[src/rtl/sdtq_pkg.sv]
package sdtq_pkg;

    localparam int QUEUE_DEPTH = 16;
    localparam int SLOT_W      = $clog2(QUEUE_DEPTH);
    localparam int TIME_W      = 48;
    localparam int PERIOD_W    = 32;
    localparam int HANDLE_W    = 4;
    localparam int KIND_W      = 2;

    localparam int S_TDATA_W   = 128;
    localparam int S_TUSER_W   = 1;
    localparam int M_TDATA_W   = 56;
    localparam int M_TUSER_W   = 3;

    localparam logic [TIME_W-1:0] MIN_ARM_US = TIME_W'(100);

    typedef enum logic [0:0] {
        OP_ADD  = 1'b0,
        OP_TICK = 1'b1
    } op_t;

    typedef enum logic [KIND_W-1:0] {
        KIND_ADD_OK   = 2'd0,
        KIND_EXPIRED  = 2'd1,
        KIND_REARM    = 2'd2,
        KIND_ADD_FULL = 2'd3
    } kind_t;

    typedef enum logic [2:0] {
        CELL_HOLD,
        CELL_INSERT,
        CELL_POP,
        CELL_POP_INSERT,
        CELL_CLR_FRESH
    } cell_op_t;

    typedef enum logic [0:0] {
        ST_IDLE,
        ST_TICK
    } state_t;

    typedef struct packed {
        logic                valid;
        logic                fresh;
        logic [SLOT_W-1:0]   slot;
        logic [TIME_W-1:0]   deadline;
        logic [PERIOD_W-1:0] period;
    } entry_t;

    typedef struct packed {
        cell_op_t op;
        entry_t   new_entry;
    } cell_ctrl_t;

    function automatic logic [TIME_W-1:0] delay_to(input logic [TIME_W-1:0] when_us,
                                                   input logic [TIME_W-1:0] now_us);
        logic [TIME_W:0] diff;
        diff = {1'b0, when_us} - {1'b0, now_us};
        if (diff[TIME_W] || (diff[TIME_W-1:0] < MIN_ARM_US)) begin
            return MIN_ARM_US;
        end
        return diff[TIME_W-1:0];
    endfunction

endpackage

[src/rtl/sdtq_cell.sv]
module sdtq_cell (
    input  logic               aclk,
    input  logic               aresetn,
    input  sdtq_pkg::cell_ctrl_t ctrl,
    input  sdtq_pkg::entry_t   prev_entry,
    input  logic               prev_ge,
    input  sdtq_pkg::entry_t   next_entry,
    input  logic               next_ge,
    output sdtq_pkg::entry_t   entry,
    output logic               ge
);
    import sdtq_pkg::*;

    entry_t entry_reg;
    entry_t entry_next;

    // entry stays ahead of the key (ties keep older first)
    assign ge    = entry_reg.valid && (entry_reg.deadline <= ctrl.new_entry.deadline);
    assign entry = entry_reg;

    always_comb begin
        entry_next = entry_reg;
        unique case (ctrl.op)
            CELL_HOLD: begin
                entry_next = entry_reg;
            end
            CELL_INSERT: begin
                if (ge) begin
                    entry_next = entry_reg;
                end else if (prev_ge) begin
                    entry_next = ctrl.new_entry;
                end else begin
                    entry_next = prev_entry;
                end
            end
            CELL_POP: begin
                entry_next = next_entry;
            end
            CELL_POP_INSERT: begin
                if (next_ge) begin
                    entry_next = next_entry;
                end else if (ge) begin
                    entry_next = ctrl.new_entry;
                end else begin
                    entry_next = entry_reg;
                end
            end
            CELL_CLR_FRESH: begin
                entry_next.fresh = 1'b0;
            end
            default: begin
                entry_next = entry_reg;
            end
        endcase
    end

    always_ff @(posedge aclk) begin
        if (!aresetn) begin
            entry_reg.valid <= 1'b0;
            entry_reg.fresh <= 1'b0;
        end else begin
            entry_reg <= entry_next;
        end
    end

endmodule

[config.mk]
export PLATFORM = sky130hd
export DESIGN_NAME = sdtq_cell
export DESIGN_NICKNAME = d
export VERILOG_FILES = /design/src/rtl/sdtq_pkg.sv /design/src/rtl/sdtq_cell.sv
export SDC_FILE = /design/constraint.sdc
export NUM_CORES = 1
export LEC_CHECK = 0
export ABC_CLOCK_PERIOD_IN_PS = 6300
export BUFFER_PORTS_ARGS = -buffer_cell sky130_fd_sc_hd__clkbuf_2
export CORE_ASPECT_RATIO = 0.75
export CORE_UTILIZATION = 30
export CTS_CLUSTER_SIZE = 16
export DETAILED_ROUTE_END_ITERATION = 8
export HOLD_SLACK_MARGIN = 0.03
export SYNTH_ARGS = -nofsm -noshare
export SYNTH_HDL_FRONTEND = slang
export SYNTH_SLANG_ARGS = --single-unit
[constraint.sdc]
create_clock -name aclk -period 6.3 [get_ports aclk]
set_input_delay 0.945 -clock aclk [delete_from_list [all_inputs] [get_ports aclk]]
set_output_delay 0.945 -clock aclk [all_outputs]
set_load 0.1 [all_outputs]
==> impl_metrics.ini, run 1 <==
[status]
status = finished, final reports clean

[clocking]
clock_sinks = 86
clockBufferDepth = 2
post_cts_resize_count = 0
clock_latency_ps = 350
cts-htree-levels = 3
clk_pin_slew_ps = 70
holdBufCountCts = 0
cts_setup_buffers = 0
numCtsBuffers = 9
cts_tree = built
cts.root.buffer_cell = clkbuf_16

[worst_setup_path]
setup.worst_path.class = in2out
cp-start-kind = input port
reg2reg_from = entry[79]
arrival_ps = 3280
endpoint_kind = primary output
cp.required_ps = 5350
r2r_end = entry[32]
crit_path_end = ge
crit_start = ctrl[79]
reg2regPathDepth = 8
worst-path-max-fanout = 4
r2r_setup_slack_ps = 2860

[job]
drv_cap = 0

[hold_path]
hold_path.startpoint = entry[84]
holdCritPathClass = reg2reg

[placed_design]
io_buffers = 351
pre_cts_slack_ps = 2060
gp_congestion = 0.804
dpl.hpwl_um = 14700
placed_cells = 1061

[detailed_routing]
first_pass_iters = 6
vias = 5270
drtAntennaViolNets = 0
initialDrtViolationCount = 380
drc = 0
post_drt_wl_per_cell_um = 17.4
wl_um = 18700
viasPerCell = 4.89

[floorplan]
fp.dieW_um = 154
io_pins = 352
core_um2 = 16900
die_area_um2 = 17900
rows = 41
initial_core_util_pct = 30.8
die_h_um = 116

[sta]
layout_min_cycle_time_ps = 4220
max_freq_ghz = 0.237
tightest_slew_ps = 1130
final_hold_viol_count = 0
relSlewSlack_pct = 24.7
setup_tns_ps = 0
clock_skew_ps = 10.4
rsz0062_at_grt = no
setup_violations = 0
fin_crit_sh_pct = 67.0
maxSlewViolCount = 0
fin_ws_ps = 2080

[cells_and_area]
final_cells = 1077
diodes = 0
largest_reg_flops = 86
num-fill-cells = 1705
areaGrowthSynthToFinish_pct = 43.5
final_common_cell = clkbuf_2
fin_util_pct = 44.2
drive_above_1_share_pct = 44.7
nNetsFinal = 1170
layout_common_cells = clkbuf_2 (351), edfxtp_1 (84), nor2_1 (66), o22ai_1 (66), inv_1 (66)

[global_routing]
antenna_found_initial = 0
overflow = 0
grt_pass1_vias = 5002
grt_pass1_wl_um = 27400
grt_usage_pct = 20.5
grt_start_max_net_pins = 55

[synth]
syn_inst = 516
synth_edf_count = 84
syn_nets = 829
synth_ff_type = edfxtp_1
seq_area_frac_synth_pct = 49.3
async_flop_share_pct = 0
synth-seq-cells = 86
syn_area_um2 = 5200
synth_warnings = 0
synth.distinct_cells = 42
synth_area_per_cell_um2 = 10.1

[pwr]
p_per_area_nw_per_um2 = 232
peakVddDrop_v = 0.000117
p_leak_nw = 3.68
## synthesized netlist by cell type (5+ instances only)
master,n,area share [%]
nor2_1,67,4.8
ha_1,48,12
nand4_1,7,0.84
o21ai_0,8,0.77
a21oi_1,56,5.4
nand2_1,15,1.1
clkbuf_1,25,1.8
nand2b_1,5,0.60
inv_1,66,4.8
edfxtp_1,84,49
o22ai_1,66,7.9
a222oi_1,18,3.5
## routing by layer
layer  track usage, %  vias to the layer above  part of all wire (%)
li1                 -                     2635                     -
met5                0                        -                     0
met1             24.9                     2411                    42
met4             3.87                        0                  0.68
met2             35.1                      213                    48
met3             7.55                       11                   8.6
## kinds of logic (layout without fill, tap and decap cells)
family	after synthesis	after routing	share of synthesized area, %
AOI/OAI and AO/OA	165	165	20.3
xor gates and xnor gates	1	1	0.169
adders and majority gates	48	48	11.6
buffers and inverters	92	438	6.64
DFF	86	86	49.3
muxes	3	3	0.578
and+or+nand+nor	121	121	11.5
## how the worst min path moves through the flow
stage,to,slack (ps),depth (start not counted)
after floorplan,entry[84],890,2
after global placement,entry[84],470,2
after detailed placement,entry[84],470,2
after CTS,entry[84],480,2
after global routing,entry[84],510,2
final,entry[84],480,2
## per-stage QoR
step           hold slack [ps]  power, mW  cell area [µm²]
3_5_place_dp               471       1.24             7180
6_report                   480       1.73             7460
5_1_grt                    514       1.81             7460
4_1_cts                    480       1.75             7460
2_1_floorplan              888       1.07             5200
3_3_place_gp               466       1.23             7180
## power by group
group / internal [mW] / switching (mW)
clock network: 0.269 / 0.240
logic: 0.152 / 0.381
registers: 0.674 / 0.0138
total: 1.09 / 0.634
## critical path: stages
cell and delay [ps]:
clkbuf_2 100, inv_1 40, ha_1 330, nand4_1 170
nor3_1 80, a221oi_1 290, o211ai_1 240, o21ai_0 430
or2_2 190, clkbuf_2 460
## cell type report
| class | instances | area, µm² | share of cell area (%) |
|---|---|---|---|
| Sequential cell | 86 | 2560 | 34.4 |
| Multi-Input combinational cell | 338 | 2310 | 31.0 |
| Clock buffer | 9 | 225 | 3.02 |
| Tap cell | 215 | 269 | 3.61 |
| Clock inverter | 7 | 48.8 | 0.654 |
| Timing Repair Buffer | 356 | 1790 | 24.1 |
| Inverter | 66 | 248 | 3.32 |
No activity file was read; power rests on OpenSTA's default activity.
==> run 2, diff against run 1 <==
ABC_CLOCK_PERIOD_IN_PS = 3660   (was 6300)
clock period = 3.66 ns   (was 6.3 ns; I/O delays follow)
==> run 2 against run 1 <==
Against the previous run: first-iteration DRC count is 13% lower; clock skew is 2.9 ps lower; critical path depth is 1 lower; global-route usage is 0.055 points lower; via count is 1.7% higher; routed wire length is 0.36% higher; die area stayed put; cell count is 0.37% higher; power is 72% higher; combinational power is 74% higher; sequential power is 72% higher; sequential share of layout area is 0.42 points lower; critical path type is now reg2out; critical endpoint unchanged; largest cell class unchanged.
==> impl_metrics.ini, run 2 (synthesis results as in run 1) <==
[pwr]
p_leak_nw = 3.71
combPwrFrac_pct = 31.2
total_power_mw = 2.98
pwr-share-clk_pct = 29.0
peakVddDrop_v = 0.000271
seqPwrFrac_pct = 39.8
switchingPower_mw = 1.09
p_per_area_nw_per_um2 = 395
p_int_mw = 1.89
p_sw_share_pct = 36.4

[sta]
fin_ws_ps = 284
fin_crit_sh_pct = 92.2
max_freq_ghz = 0.296
rsz0062_at_grt = no
layout_min_cycle_time_ps = 3380
clock_skew_ps = 7.46
relSlewSlack_pct = 26.4
setup_tns_ps = 0
setup_violations = 0
final_hold_viol_count = 0
tightest_slew_ps = 1100
hold-worst-slack_ps = 476
maxSlewViolCount = 0

[placed_design]
pre_cts_slack_ps = 224
placed_cells = 1065
dpl.hpwl_um = 15000
gp_congestion = 0.785
io_buffers = 351
placed_area_um2 = 7270

[worst_setup_path]
cp_top_family = simple AND/OR/NAND/NOR gates
endpoint_kind = primary output
path_buf_inv = 2
cp.required_ps = 3110
reg2regPathDepth = 11
setup.worst_path.class = reg2out
cp-start-kind = register
r2r_end = entry[32]
cp_cell_sequence = ha_1 -> and4_1 -> nor4bb_1 -> buf_4 -> and3_1 -> nand3b_1 -> o21ai_0 -> or2_2 -> buf_12
max_stage_delay_ps = 500
worst-path-max-fanout = 4
arrival_ps = 2830
reg2reg_from = entry[54]
cpMaxStageDelayCell = nor4bb_1
r2r_setup_slack_ps = 410

[clocking]
cts_tree = built
clockBufferDepth = 2
clk_pin_slew_ps = 60
holdBufCountCts = 0
clock_latency_ps = 350
clock_sinks = 86
cts-htree-levels = 3
numCtsBuffers = 9
cts.root.buffer_cell = clkbuf_16
post_cts_resize_count = 0
cts_setup_buffers = 0

[cells_and_area]
layout_common_cells = clkbuf_2 (350), edfxtp_1 (84), nor2_1 (66), o22ai_1 (66), inv_1 (66)
fin_util_pct = 44.7
drive_above_1_share_pct = 45.2
final_common_cell = clkbuf_2
nNetsFinal = 1174
post-route-cell-area_um2 = 7550
num-fill-cells = 1680
diodes = 0
areaGrowthSynthToFinish_pct = 45.2
largest_reg_flops = 86
final_cells = 1081

[detailed_routing]
drtAntennaViolNets = 0
vias = 5359
first_pass_iters = 6
drc = 0
viasPerCell = 4.96
post_drt_wl_per_cell_um = 17.4
initialDrtViolationCount = 330
wl_um = 18800

[global_routing]
overflow = 0
grt_start_max_net_pins = 55
grt_usage_pct = 20.4
antenna_found_initial = 0
grt_pass1_vias = 5125
grt_pass1_wl_um = 27600

[hold_path]
hold_path.startpoint = entry[84]
hold_path_end = entry[84]
min_path_cells = 2
holdCritPathClass = reg2reg

[floorplan]
initial_core_util_pct = 30.8
die_area_um2 = 17900
fp.dieW_um = 154
die_h_um = 116
core_um2 = 16900
io_pins = 352
rows = 41

[job]
drv_cap = 0

[status]
status = finished, final reports clean
-- run 2: routing by layer --
layer  vias to the layer above  share of wire, %  global-route usage, %
met5                         -                 0                      0
met3                        15               8.3                   6.62
li1                       2645                 -                      -
met1                      2469                43                   24.8
met2                       230                47                   35.4
met4                         0               1.1                   4.80
-- run 2: area by class of cell --
type / count / area [µm²] / share of cell area, %
inverters: 66 / 248 / 3.28
repair buffers: 360 / 1860 / 24.7
flip-flops and latches: 86 / 2560 / 33.9
multi-input cells: 338 / 2330 / 30.9
well taps: 215 / 269 / 3.56
clock buffers: 9 / 225 / 2.98
clock inverters: 7 / 50.0 / 0.663
-- run 2: how the worst max path moves through the flow --
stage	start	end	slack (ps)	depth (start not counted)
after floorplan	entry[37]	entry[0]	-660	9
after global placement	ctrl[55]	entry[22]	250	13
after detailed placement	ctrl[55]	entry[22]	220	13
after CTS	entry[54]	ge	270	9
after global routing	entry[54]	ge	140	9
final	entry[54]	ge	280	9
-- run 2: power groups by stage --
stage	Clock, mW	Sequential, mW	Combinational [mW]
floorplan	0	1.55	0.284
detailed placement	0	1.21	0.935
global route	0.933	1.19	0.996
global placement	0	1.21	0.930
CTS	0.900	1.19	0.938
finish	0.865	1.18	0.930
-- run 2: worst min-delay path, stage by stage, from the launching register on --
cell	delay, ps
dfxtp_1	320
nand2_1	50
o21ai_1	60
==> run 3, diff against run 2 <==
CORE_AREA = 2 2 135 137   (was default)
CORE_ASPECT_RATIO = default   (was 0.75)
CORE_UTILIZATION = default   (was 30)
DIE_AREA = 0 0 137 139   (was default)
==> run 3 against run 2 <==
Against the previous run: core utilization shrank 1.6 points; register-to-register slack improved by 70 ps; via count fell by 0.41%; cell count is 1.6% higher; global-route usage down 0.64 points; sequential cell count unchanged; clock skew rose by 5.4 ps; count of clock-buffer cells in the layout up 3; power increased by 3.8%.
==> impl_metrics.ini, run 3 (synthesis results as in run 1) <==
[cells_and_area]
num-fill-cells = 1795
post-route-cell-area_um2 = 7620
drive_above_1_share_pct = 44.8
seqCellArea_um2 = 2560
final_common_cell = clkbuf_2
areaGrowthSynthToFinish_pct = 46.6
largest_reg_flops = 86
nNetsFinal = 1174
multiInputGateArea_um2 = 2330
layout_common_cells = clkbuf_2 (350), edfxtp_1 (84), nor2_1 (66), o22ai_1 (66), inv_1 (66)

[job]
drv_cap = 0

[global_routing]
grt_pass1_vias = 5375
grt_start_max_net_pins = 56
antenna_found_initial = 3
grt_pass1_wl_um = 28800
overflow = 0
grt_usage_pct = 19.8

[hold_path]
hold_path_end = entry[84]
min_path_cells = 2
hold_path.startpoint = entry[84]
holdCritPathClass = reg2reg

[worst_setup_path]
cp.required_ps = 3110
r2r_setup_slack_ps = 480
worst-path-max-fanout = 4
r2r_end = entry[13]
setup.worst_path.class = reg2out
endpoint_kind = primary output
arrival_ps = 2740
reg2regPathDepth = 11
reg2reg_from = entry[55]
cp-start-kind = register

[placed_design]
placed_area_um2 = 7300
gp_congestion = 0.859
dpl.hpwl_um = 15500
io_buffers = 351
pre_cts_slack_ps = 255

[floorplan]
rows = 49
die_h_um = 139
io_pins = 352
initial_core_util_pct = 29.4
fp.dieW_um = 137
die_area_um2 = 19000
core_um2 = 17700

[status]
status = finished, final reports clean

[detailed_routing]
initialDrtViolationCount = 291
viasPerCell = 4.86
post_drt_wl_per_cell_um = 17.4
vias = 5337
drtAntennaViolNets = 0
first_pass_iters = 5
drc = 0
wl_um = 19100

[clocking]
clock_latency_ps = 340
cts_tree = built
clock_sinks = 86
post_cts_resize_count = 0
cts.root.buffer_cell = clkbuf_16
clockBufferDepth = 2
clk_pin_slew_ps = 60
holdBufCountCts = 0
cts_setup_buffers = 0
numCtsBuffers = 9
cts-htree-levels = 3

[pwr]
peakVddDrop_v = 0.000234
p_per_area_nw_per_um2 = 406
p_leak_nw = 3.73

[sta]
maxSlewViolCount = 0
max_freq_ghz = 0.304
relSlewSlack_pct = 28.8
tightest_slew_ps = 1070
final_hold_viol_count = 0
fin_crit_sh_pct = 89.8
layout_min_cycle_time_ps = 3290
clock_skew_ps = 12.8
setup_violations = 0
rsz0062_at_grt = no
fin_ws_ps = 372
==> run 3: final cells by class <==
type | instances | share of cell area (%)
Timing Repair Buffer | 360 | 24.6
Inverter | 66 | 3.25
Antenna cell | 3 | 0.0985
Tap cell | 229 | 3.76
Clock buffer | 12 | 3.10
Clock inverter | 4 | 0.936
Sequential cell | 86 | 33.6
Multi-Input combinational cell | 338 | 30.6
==> run 3: how the worst max path moves through the flow <==
stage,slack (ps),endpoint,startpoint,cells past startpoint
2_1_floorplan,-660,entry[0],entry[37],9
3_3_place_gp,290,entry[18],ctrl[53],13
3_5_place_dp,250,entry[19],ctrl[53],13
4_1_cts,340,ge,entry[45],8
5_1_grt,130,ge,entry[67],8
6_report,370,ge,entry[55],9
==> run 3: per-layer routing <==
| metal | vias to the layer above | track usage [%] | share of wire (%) |
|---|---|---|---|
| met4 | 0 | 7.43 | 2.1 |
| li1 | 2648 | - | - |
| met3 | 23 | 5.81 | 9.3 |
| met1 | 2429 | 23.5 | 39 |
| met5 | - | 0 | 0 |
| met2 | 237 | 33.6 | 50 |
==> run 3: where the power goes <==
group | total (mW) | internal [mW] | switching [mW] | leakage, nW
Sequential | 1.18 | 1.16 | 0.0247 | 0.786
Clock | 0.975 | 0.597 | 0.378 | 0.144
Combinational | 0.933 | 0.274 | 0.659 | 2.80
Total | 3.09 | 2.03 | 1.06 | 3.73
==> run 3: critical path: stages (launching register included) <==
cell and delay [ps]:
edfxtp_1 410, ha_1 340, and4_1 200, nor4bb_1 450
buf_4 200, and3_1 150, nand3b_1 80, o21ai_0 190
or2_2 220, buf_12 170
==> run 3: stage by stage <==
stage	setup TNS (ps)	utilization, %	power (mW)	hold WS, ps	cells
floorplan	-55420	-	1.84	700	516
global placement	0	41.4	2.14	465	1079
detailed placement	0	41.4	2.14	465	1079
CTS	0	43.1	3.13	475	1095
global route	0	43.1	3.23	499	1097
finish	0	43.2	3.09	476	1098
